[config.mk]
export PLATFORM = sky130hd
export DESIGN_NAME = rle_mono_bitmap_expander_core
export DESIGN_NICKNAME = d
export VERILOG_FILES = /design/src/hw/rtl/rmbe_pkg.sv /design/src/hw/rtl/rle_mono_bitmap_expander_core.sv
export SDC_FILE = /design/constraint.sdc
export NUM_CORES = 1
export LEC_CHECK = 0
export BUFFER_PORTS_ARGS = -buffer_cell sky130_fd_sc_hd__buf_2
export CAP_MARGIN = 20
export CORE_MARGIN = 4
export CORE_UTILIZATION = 40
export DETAILED_ROUTE_END_ITERATION = 12
export GPL_ROUTABILITY_DRIVEN = 0
export REMOVE_ABC_BUFFERS = 1
export SYNTH_ARGS = -nofsm -noshare
export SYNTH_HDL_FRONTEND = slang
export SYNTH_SLANG_ARGS = --single-unit
[constraint.sdc]
create_clock -name clk -period 19.8 [get_ports clk]
set_input_delay 3.96 -clock clk [delete_from_list [all_inputs] [get_ports clk]]
set_output_delay 3.96 -clock clk [all_outputs]
set_load 0.03 [all_outputs]
[src/hw/rtl/rmbe_pkg.sv]
// shared constants for the run-length bitmap expander
// no dependencies
`default_nettype none

package rmbe_pkg;

	// field widths
	localparam int unsigned ColorW  = 16;
	localparam int unsigned DimW    = 10;
	localparam int unsigned TotalW  = 2 * DimW;
	localparam int unsigned CountW  = 21;
	localparam int unsigned ByteW   = 8;
	localparam int unsigned ReqW    = 2;
	localparam int unsigned CfgIdxW = 2;
	localparam int unsigned PhaseW  = 2;
	localparam int unsigned LaneN   = 4;
	localparam int unsigned GroupW  = LaneN * ColorW;

	// request codes
	localparam logic [ReqW-1:0] REQ_START = 2'd0;
	localparam logic [ReqW-1:0] REQ_BYTE  = 2'd1;
	localparam logic [ReqW-1:0] REQ_FETCH = 2'd2;

	// configuration register indexes
	localparam logic [CfgIdxW-1:0] CFG_FG_COLOR = 2'd0;
	localparam logic [CfgIdxW-1:0] CFG_BG_COLOR = 2'd1;
	localparam logic [CfgIdxW-1:0] CFG_WIDTH    = 2'd2;
	localparam logic [CfgIdxW-1:0] CFG_HEIGHT   = 2'd3;

	// parser phases
	localparam logic [PhaseW-1:0] PH_CODE    = 2'd0;
	localparam logic [PhaseW-1:0] PH_PATTERN = 2'd1;
	localparam logic [PhaseW-1:0] PH_COUNT   = 2'd2;

	// stream constants
	localparam logic [ByteW-1:0]  ESC_CODE     = 8'h76;
	localparam logic [ColorW-1:0] FG_RESET     = 16'hFFFF;
	localparam logic [CountW-1:0] GROUP_PIXELS = 21'd8;

endpackage

`default_nettype wire

[src/hw/rtl/rle_mono_bitmap_expander_core.sv]
// Run-length coded 1-bit bitmap expander to RGB565 pixel groups.
// Takes one item per clock unless stalled: a start, a compressed byte or a fetch. Every
// accepted item gives exactly one result, held in an output register and shown in the cycle
// after acceptance; a new item is taken in the same cycle that the waiting result leaves, so
// with out_stall low the sustained rate is one item per cycle. Depends on rmbe_pkg.
// Next-state logic holds the 10x10 width-by-height product feeding the pixel-count compare.
`default_nettype none

module rle_mono_bitmap_expander_core (
	input  wire logic                           clk,
	input  wire logic                           arst_n,
	// configuration write port
	input  wire logic                           cfg_wr_en,
	input  wire logic [rmbe_pkg::CfgIdxW-1:0]   cfg_index,
	input  wire logic [rmbe_pkg::ColorW-1:0]    cfg_data,
	// input channel
	input  wire logic                           in_valid,
	output logic                                in_stall,
	input  wire logic [rmbe_pkg::ReqW-1:0]      req_type,
	input  wire logic [rmbe_pkg::ByteW-1:0]     data_byte,
	// output channel
	output logic                                out_valid,
	input  wire logic                           out_stall,
	output logic                                group_valid,
	output logic [rmbe_pkg::GroupW-1:0]         pixels_first,
	output logic [rmbe_pkg::GroupW-1:0]         pixels_second,
	output logic                                want_byte,
	output logic                                done_res,
	output logic                                byte_dropped
);
	import rmbe_pkg::*;

	// configuration registers
	logic [ColorW-1:0] fg_q;
	logic [ColorW-1:0] bg_q;
	logic [DimW-1:0]   width_q;
	logic [DimW-1:0]   height_q;

	// decoder state
	logic [PhaseW-1:0] phase_q, phase_d;
	logic [ByteW-1:0]  pattern_q, pattern_d;
	logic [ByteW-1:0]  groups_q, groups_d;
	logic [CountW-1:0] count_q, count_d;

	// result register
	logic              out_valid_q;
	logic              group_valid_q, group_valid_d;
	logic [GroupW-1:0] first_q, first_d;
	logic [GroupW-1:0] second_q, second_d;
	logic              want_q, want_d;
	logic              done_q, done_d;
	logic              dropped_q, dropped_d;

	logic              accept;
	logic [TotalW-1:0] total_pixels;
	logic [CountW-1:0] total_ext;
	logic              done_now;
	logic              done_next;

	// one-deep output register: take a new item whenever the result slot frees up
	assign in_stall = out_valid_q & out_stall;
	assign accept   = in_valid & ~in_stall;

	// pixel total read live from the registers
	assign total_pixels = TotalW'(width_q) * TotalW'(height_q);
	assign total_ext    = {{(CountW - TotalW){1'b0}}, total_pixels};
	assign done_now     = (phase_q == PH_CODE) && (count_q >= total_ext);
	assign done_next    = (phase_d == PH_CODE) && (count_d >= total_ext);

	// configuration writes
	always_ff @(posedge clk or negedge arst_n) begin
		if (!arst_n) begin
			fg_q     <= FG_RESET;
			bg_q     <= '0;
			width_q  <= '0;
			height_q <= '0;
		end else if (cfg_wr_en) begin
			case (cfg_index)
				CFG_FG_COLOR: fg_q     <= cfg_data;
				CFG_BG_COLOR: bg_q     <= cfg_data;
				CFG_WIDTH:    width_q  <= cfg_data[DimW-1:0];
				CFG_HEIGHT:   height_q <= cfg_data[DimW-1:0];
				default: begin
				end
			endcase
		end
	end

	// item decode and next state
	always_comb begin
		phase_d       = phase_q;
		pattern_d     = pattern_q;
		groups_d      = groups_q;
		count_d       = count_q;
		group_valid_d = 1'b0;
		first_d       = '0;
		second_d      = '0;
		dropped_d     = 1'b0;
		case (req_type)
			REQ_START: begin
				phase_d   = PH_CODE;
				pattern_d = '0;
				groups_d  = '0;
				count_d   = '0;
			end
			REQ_BYTE: begin
				if ((groups_q != '0) || done_now) begin
					dropped_d = 1'b1;
				end else begin
					case (phase_q)
						PH_CODE: begin
							if (data_byte == ESC_CODE) begin
								phase_d = PH_PATTERN;
							end else begin
								pattern_d = data_byte;
								groups_d  = 8'd1;
								count_d   = count_q + GROUP_PIXELS;
							end
						end
						PH_PATTERN: begin
							pattern_d = data_byte;
							phase_d   = PH_COUNT;
						end
						default: begin
							// repeat count closes the escape
							groups_d = data_byte;
							count_d  = count_q + {{(CountW - ByteW - 3){1'b0}}, data_byte, 3'b000};
							phase_d  = PH_CODE;
						end
					endcase
				end
			end
			REQ_FETCH: begin
				if (groups_q != '0) begin
					group_valid_d = 1'b1;
					groups_d      = groups_q - 8'd1;
					// msb of the pattern is pixel 0
					for (int i = 0; i < LaneN; i++) begin
						first_d[ColorW*i +: ColorW]  =
							pattern_q[ByteW-1-i] ? fg_q : bg_q;
						second_d[ColorW*i +: ColorW] =
							pattern_q[ByteW-1-LaneN-i] ? fg_q : bg_q;
					end
				end
			end
			default: begin
			end
		endcase
		want_d = (groups_d == '0) && !done_next;
		done_d = (groups_d == '0) && done_next;
	end

	// decoder state registers
	always_ff @(posedge clk or negedge arst_n) begin
		if (!arst_n) begin
			phase_q   <= PH_CODE;
			pattern_q <= '0;
			groups_q  <= '0;
			count_q   <= '0;
		end else if (accept) begin
			phase_q   <= phase_d;
			pattern_q <= pattern_d;
			groups_q  <= groups_d;
			count_q   <= count_d;
		end
	end

	// result valid flag
	always_ff @(posedge clk or negedge arst_n) begin
		if (!arst_n) begin
			out_valid_q <= 1'b0;
		end else if (accept) begin
			out_valid_q <= 1'b1;
		end else if (!out_stall) begin
			out_valid_q <= 1'b0;
		end
	end

	// result payload
	always_ff @(posedge clk) begin
		if (accept) begin
			group_valid_q <= group_valid_d;
			first_q       <= first_d;
			second_q      <= second_d;
			want_q        <= want_d;
			done_q        <= done_d;
			dropped_q     <= dropped_d;
		end
	end

	assign out_valid     = out_valid_q;
	assign group_valid   = group_valid_q;
	assign pixels_first  = first_q;
	assign pixels_second = second_q;
	assign want_byte     = want_q;
	assign done_res      = done_q;
	assign byte_dropped  = dropped_q;

endmodule

`default_nettype wire

== Yosys cells after proc, flatten, opt, wreduce, memory -nomap -nowiden ==
Cells that the tools add are included.
Widths: inputs -> output; s select.

* Multiplexer cells: 29
* Bitwise logic cells: 3
* Equality and inequality tests: 11
* Order comparisons: 2
* $mul: 1
* Add/subtract/negate cells: 3
* Reductions and logical operators: 19

{| class="wikitable"
|+ Operators with widths
! operator !! count
|-
| $mux 16 || 8
|-
| $pmux 21 s2 || 2
|-
| $pmux 8 s2 || 3
|-
| $ge 21x20->1 || 2
|-
| $mux 21 || 2
|-
| $mux 8 || 5
|-
| $pmux 8 s3 || 1
|-
| $add 21x11->21 || 1
|-
| $add 21x4->21 const B || 1
|-
| $mul 10x10->20 || 1
|-
| $reduce_and 2->1 || 5
|-
| $eq 8x7->1 const B || 1
|-
| $logic_not 2->1 || 4
|-
| $logic_not 8->1 || 1
|-
| $pmux 2 s2 || 2
|-
| $reduce_bool 8->1 || 1
|-
| $sub 8x1->8 const B || 1
|-
| $eq 2x1->1 const B || 3
|-
| $eq 2x2->1 const B || 3
|-
| $ne 3x3->1 const B || 2
|-
| $reduce_and 5->1 || 1
|-
| $logic_and 1x1->1 || 4
|-
| $mux 1 || 4
|-
| $mux 2 || 2
|-
| other kinds (7) || 8
|}

* Input port bits: 33
* Bits in registers: 224
* Output and inout bits: 134
* Logic and storage cells: 83

== Logic depth before layout (Yosys ltp) ==
* Depth after elaboration: 10
* Gate-level depth with buffers: 43
* Gate-level depth less buffers: 41

== Least setup slack after synthesis ==
Ideal clock, no wire load.

* Path type: reg2reg
* From: register width_q[5]
* To: register done_q, in the netlist done_res (data pin)
* Clock period less this slack: 9.021 ns
* Path buffers: 2
* Path slack: 10.779 ns
* Library setup time: 0.255 ns
* Required time: 19.545 ns
* Cell stages (with the launch flop): 42
* Data arrival time: 8.766 ns
* Cell sequence: dfrtp_1 clkbuf_1 and2_1 fa_1 fa_1 ha_1 fa_1 inv_1 fa_1 inv_1 ha_1 o211ai_1 a21o_1 and2_1 o21ai_0 xnor2_1 ha_1 a211oi_1 (+6 left out) o22ai_4 buf_4 o21ai_0 a21oi_1 nor2_1 a21o_1 ha_1 o21ai_0 nor2_1 a21oi_1 a21oi_1 o221ai_1 a2111oi_0 mux2_1 nor3_1 maj3_2 a211oi_2 o21ba_1

* Cells in the longest elaborated chain, start to end: 9
* Elaborated cells between the ends (all ways): 15
* Classes of those cells: mul: 1; order compare: 2; mux: 6; reduce/logical: 6

{| class="wikitable"
|+ RTL lines
! what !! RTL line !! source
|-
| from (decl) || rle_mono_bitmap_expander_core.sv:36 || <nowiki>logic [DimW-1:0] width_q;</nowiki>
|-
| from (signal assigned) || rle_mono_bitmap_expander_core.sv:81 || <nowiki>CFG_WIDTH: width_q <= cfg_data[DimW-1:0];</nowiki>
|-
| $mul 10x10->20 || rle_mono_bitmap_expander_core.sv:65 || <nowiki>assign total_pixels = TotalW'(width_q) * TotalW'(height_q);</nowiki>
|-
| $ge 21x20->1 || rle_mono_bitmap_expander_core.sv:67 || <nowiki>assign done_now = (phase_q == PH_CODE) && (count_q >= total_ext);</nowiki>
|-
| $logic_and 1x1->1 || rle_mono_bitmap_expander_core.sv:67 ||
|-
| $logic_or 1x1->1 || rle_mono_bitmap_expander_core.sv:107 || <nowiki>if ((groups_q != '0) || done_now) begin</nowiki>
|-
| $mux 21 || rle_mono_bitmap_expander_core.sv:107 ||
|-
| $pmux 21 s2 || rle_mono_bitmap_expander_core.sv:99 || <nowiki>case (req_type)</nowiki>
|-
| net count_d[6] || rle_mono_bitmap_expander_core.sv:43 || <nowiki>logic [CountW-1:0] count_q, count_d;</nowiki>
|-
| $ge 21x20->1 || rle_mono_bitmap_expander_core.sv:68 || <nowiki>assign done_next = (phase_d == PH_CODE) && (count_d >= total_ext);</nowiki>
|-
| $logic_and 1x1->1 || rle_mono_bitmap_expander_core.sv:68 ||
|-
| $logic_and 1x1->1 || rle_mono_bitmap_expander_core.sv:150 || <nowiki>done_d = (groups_d == '0) && done_next;</nowiki>
|-
| net done_d || rle_mono_bitmap_expander_core.sv:51 || <nowiki>logic done_q, done_d;</nowiki>
|-
| to (signal assigned) || rle_mono_bitmap_expander_core.sv:186 || <nowiki>done_q <= done_d;</nowiki>
|-
| to (decl) || rle_mono_bitmap_expander_core.sv:51 ||
|}

The timed path passes the listed nets, and every way through them passes these cells.
A chain may end at the register's enable or synchronous reset.

== Worst setup path after layout ==
* From: register height_q[9]
* To: register want_q, in the netlist want_byte (data pin)

* Cells in the longest elaborated chain, start to end: 10
* Elaborated cells between the ends (all ways): 16
* Classes of those cells: mul: 1; order compare: 2; mux: 6; reduce/logical: 7

{| class="wikitable"
|+ RTL lines
! what !! RTL line !! source
|-
| from (decl) || rle_mono_bitmap_expander_core.sv:37 || <nowiki>logic [DimW-1:0] height_q;</nowiki>
|-
| from (signal assigned) || rle_mono_bitmap_expander_core.sv:82 || <nowiki>CFG_HEIGHT: height_q <= cfg_data[DimW-1:0];</nowiki>
|-
| $mul 10x10->20 || rle_mono_bitmap_expander_core.sv:65 ||
|-
| $ge 21x20->1 || rle_mono_bitmap_expander_core.sv:67 ||
|-
| $logic_and 1x1->1 || rle_mono_bitmap_expander_core.sv:67 ||
|-
| $logic_or 1x1->1 || rle_mono_bitmap_expander_core.sv:107 ||
|-
| $mux 21 || rle_mono_bitmap_expander_core.sv:107 ||
|-
| $pmux 21 s2 || rle_mono_bitmap_expander_core.sv:99 ||
|-
| net count_d[4] || rle_mono_bitmap_expander_core.sv:43 ||
|-
| $ge 21x20->1 || rle_mono_bitmap_expander_core.sv:68 ||
|-
| $logic_and 1x1->1 || rle_mono_bitmap_expander_core.sv:68 ||
|-
| $logic_not 1->1 || rle_mono_bitmap_expander_core.sv:149 || <nowiki>want_d = (groups_d == '0) && !done_next;</nowiki>
|-
| $logic_and 1x1->1 || rle_mono_bitmap_expander_core.sv:149 ||
|-
| net want_d || rle_mono_bitmap_expander_core.sv:50 || <nowiki>logic want_q, want_d;</nowiki>
|-
| to (signal assigned) || rle_mono_bitmap_expander_core.sv:185 || <nowiki>want_q <= want_d;</nowiki>
|-
| to (decl) || rle_mono_bitmap_expander_core.sv:50 ||
|}

The timed path passes the listed nets, and every way through them passes these cells.

==> results.toml <==
[timing]
timing.final.crit_share_pct = 51.8
tns_ns = 0
worst_slew_pin_slew_ns = 0.929
clock_skew_ns = 0.0327
rsz0062_at_grt = "false"
setup_viol = 0
hold_viol = 0
fin_crit_ns = 10.26
maxSlewHeadroom_pct = 38.1
fmax_ghz = 0.0975
whs_ns = 0.481
worst_slack_ns = 9.54
slew_violations = 0

[layout]
final_cell_area_mm2 = 0.0175
seqCellArea_mm2 = 0.00629
fin_nets = 1766
num-fill-cells = 3574
drive_gt1_share_pct = 19.5
layout_commonest_cell = "nor2_1"
diodes = 0
final_cell_mix = "nor2_1 (183), buf_2 (165), edfxtp_1 (132)"
area_growth_pct = 13.9
multi_input_area_mm2 = 0.00843

[worst_setup_path]
required_ns = 20.11
slowest_delay_ns = 0.55
cp-start-kind = "flop"
reg2regPathDepth = 37
r2r_slack_ns = 9.54
rr_startpoint = "height_q[9]"
r2r_end = "want_byte"
crit_top_cell = "fa_1"
critical_path_class = "flop to flop"
cp_max_fo = 16
crit_path_end_kind = "flop"
critPathSlowestCell = "fa_1"
arrival_ns = 10.56

[worst_hold_path]
hold_path.class = "flop to flop"
whs_endpoint = "pattern_q[6]"
whs_path_depth = 2
min-delay-start = "pattern_q[6]"

[flow_run]
maxCapViolations = 0

[cts]
clkTransAtPathRegs_ns = 0.07
cts.sinks = 224
post_cts_buffers = 0
postCtsHoldBufs = 0
cts_buffers = 26
clockBufferDepth = 3
h-tree-depth = 1
cts_tree = "done"
clkLatencyLatePin_ns = 0.55
root_buffer = "clkbuf_16"
cts.repair.resized = 0

[floorplan]
die_width_um = 204
io_pins = 167
die_height_um = 204
rows = 71
core_mm2 = 0.0378
start_util_pct = 40.7
dieArea_mm2 = 0.0416

[route]
first_pass_iters = 5
wl_per_cell_um = 18.2
viasPerCell = 5.26
drc = 0
drtIter0Drc = 572
vias = 11076
drtAntennaViolNets = 0
drt-total-wl_um = 38300

[placement]
portBuffers = 166
dp_slack_ns = 9.50
dp_hpwl_um = 28300
placed_cell_area_mm2 = 0.0166

[yosys]
synth_ff_type = "edfxtp_1"
syn_area_per_cell_um2 = 10.4
async_flop_share_pct = 41.1
yosys-top-cells-area = "edfxtp_1 (26%), dfrtp_1 (12%), mux2i_1 (8.5%)"
ys_ff_latch = 224
synth_edf_count = 132
ys_seq_area_share_pct = 40.9
syn_inst = 1473
yosysWarnings = 0
syn-cell-area_mm2 = 0.0154
yosysTopAreaCell = "edfxtp_1"
ys_types = 78
post-synth-top-area-fraction_pct = 25.8

[global_route]
grt_max_degree = 79
grt_pass1_wl_um = 61000
antenna_found_initial = 2
globalRouteTotalUtil_pct = 18.0
grt-ovfl-total = 0
grt_pass1_vias = 10845

[status]
status = "finished, final reports clean"
==> cell usage after synthesis (12+ instances only) <==
cell type and number:
and2_1 84, nand3_1 20, xnor2_1 14, dfrtp_1 76
fa_1 63, ha_1 95, a21o_1 18, mux2i_1 131
nand2_1 116, inv_1 61, buf_1 39, o21ai_0 56
o21a_1 12, mux2_2 55, nor3_1 12, nor2_1 183
a21oi_1 48, dfstp_2 16, clkbuf_1 64, xor2_1 13
edfxtp_1 132
==> cells by family after synthesis <==
| group | synth area share (%) |
|---|---|
| compound gates | 10.0 |
| xor+xnor | 1.54 |
| fa+ha+maj | 16.2 |
| buf+inv | 4.26 |
| flops | 40.9 |
| mux | 12.6 |
| simple gates | 14.5 |
==> state kept, by name, summed over array words and instances (netlist names), 2 cells and up <==
| signal | cells |
|---|---|
| count_q | 21 |
| phase_q | 2 |
| pixels_second | 64 |
| pattern_q | 8 |
| pixels_first | 64 |
| bg_q | 16 |
| groups_q | 8 |
| fg_q | 16 |
| width_q | 10 |
| height_q | 10 |
==> stage by stage <==
stage,cells,utilization [%]
after floorplan,1365,-
after global placement,2052,43.7
after detailed placement,2055,43.9
after CTS,2103,46.1
after global routing,2106,46.3
final,2106,46.3
==> worst max path at each step <==
stage	from	endpoint	slack (ns)
finish	height_q[9]	want_byte	9.54
global placement	height_q[9]	done_res	9.67
global route	height_q[9]	done_res	8.81
floorplan	width_q[5]	done_res	10.86
detailed placement	height_q[9]	want_byte	9.50
CTS	height_q[9]	want_byte	9.54
==> worst max-delay path: cells and delay by family (launching register included) <==
family                   cells  cell delay [ns]
AO/OA/AOI/OAI               17             4.28
adder cells (fa/ha/maj)      9             3.76
buffers and inverters        1             0.06
flip-flops                   1             0.53
multiplexers                 1             0.20
XOR/XNOR                     1             0.30
AND/OR/NAND/NOR              8             0.88
==> per-layer routing <==
metal | part of all wire [%] | vias up | global-route usage, %
li1 | - | 5373 | -
met1 | 47 | 5352 | 26.3
met2 | 45 | 294 | 29.2
met3 | 5.6 | 53 | 2.57
met4 | 1.7 | 4 | 3.16
met5 | 0.071 | - | 0
==> final cells by class <==
| cell class | count | share of cell area (%) |
|---|---|---|
| multi-input combinational | 1077 | 48.2 |
| sequential | 224 | 35.9 |
| timing repair buffer | 182 | 6.07 |
| clock buffer | 35 | 3.97 |
| tap | 511 | 3.66 |
| inverter | 64 | 1.40 |
| clock inverter | 13 | 0.744 |
Power is not shown: default switching activity piles up to over one toggle a cycle in this logic, so the estimate is an artifact.
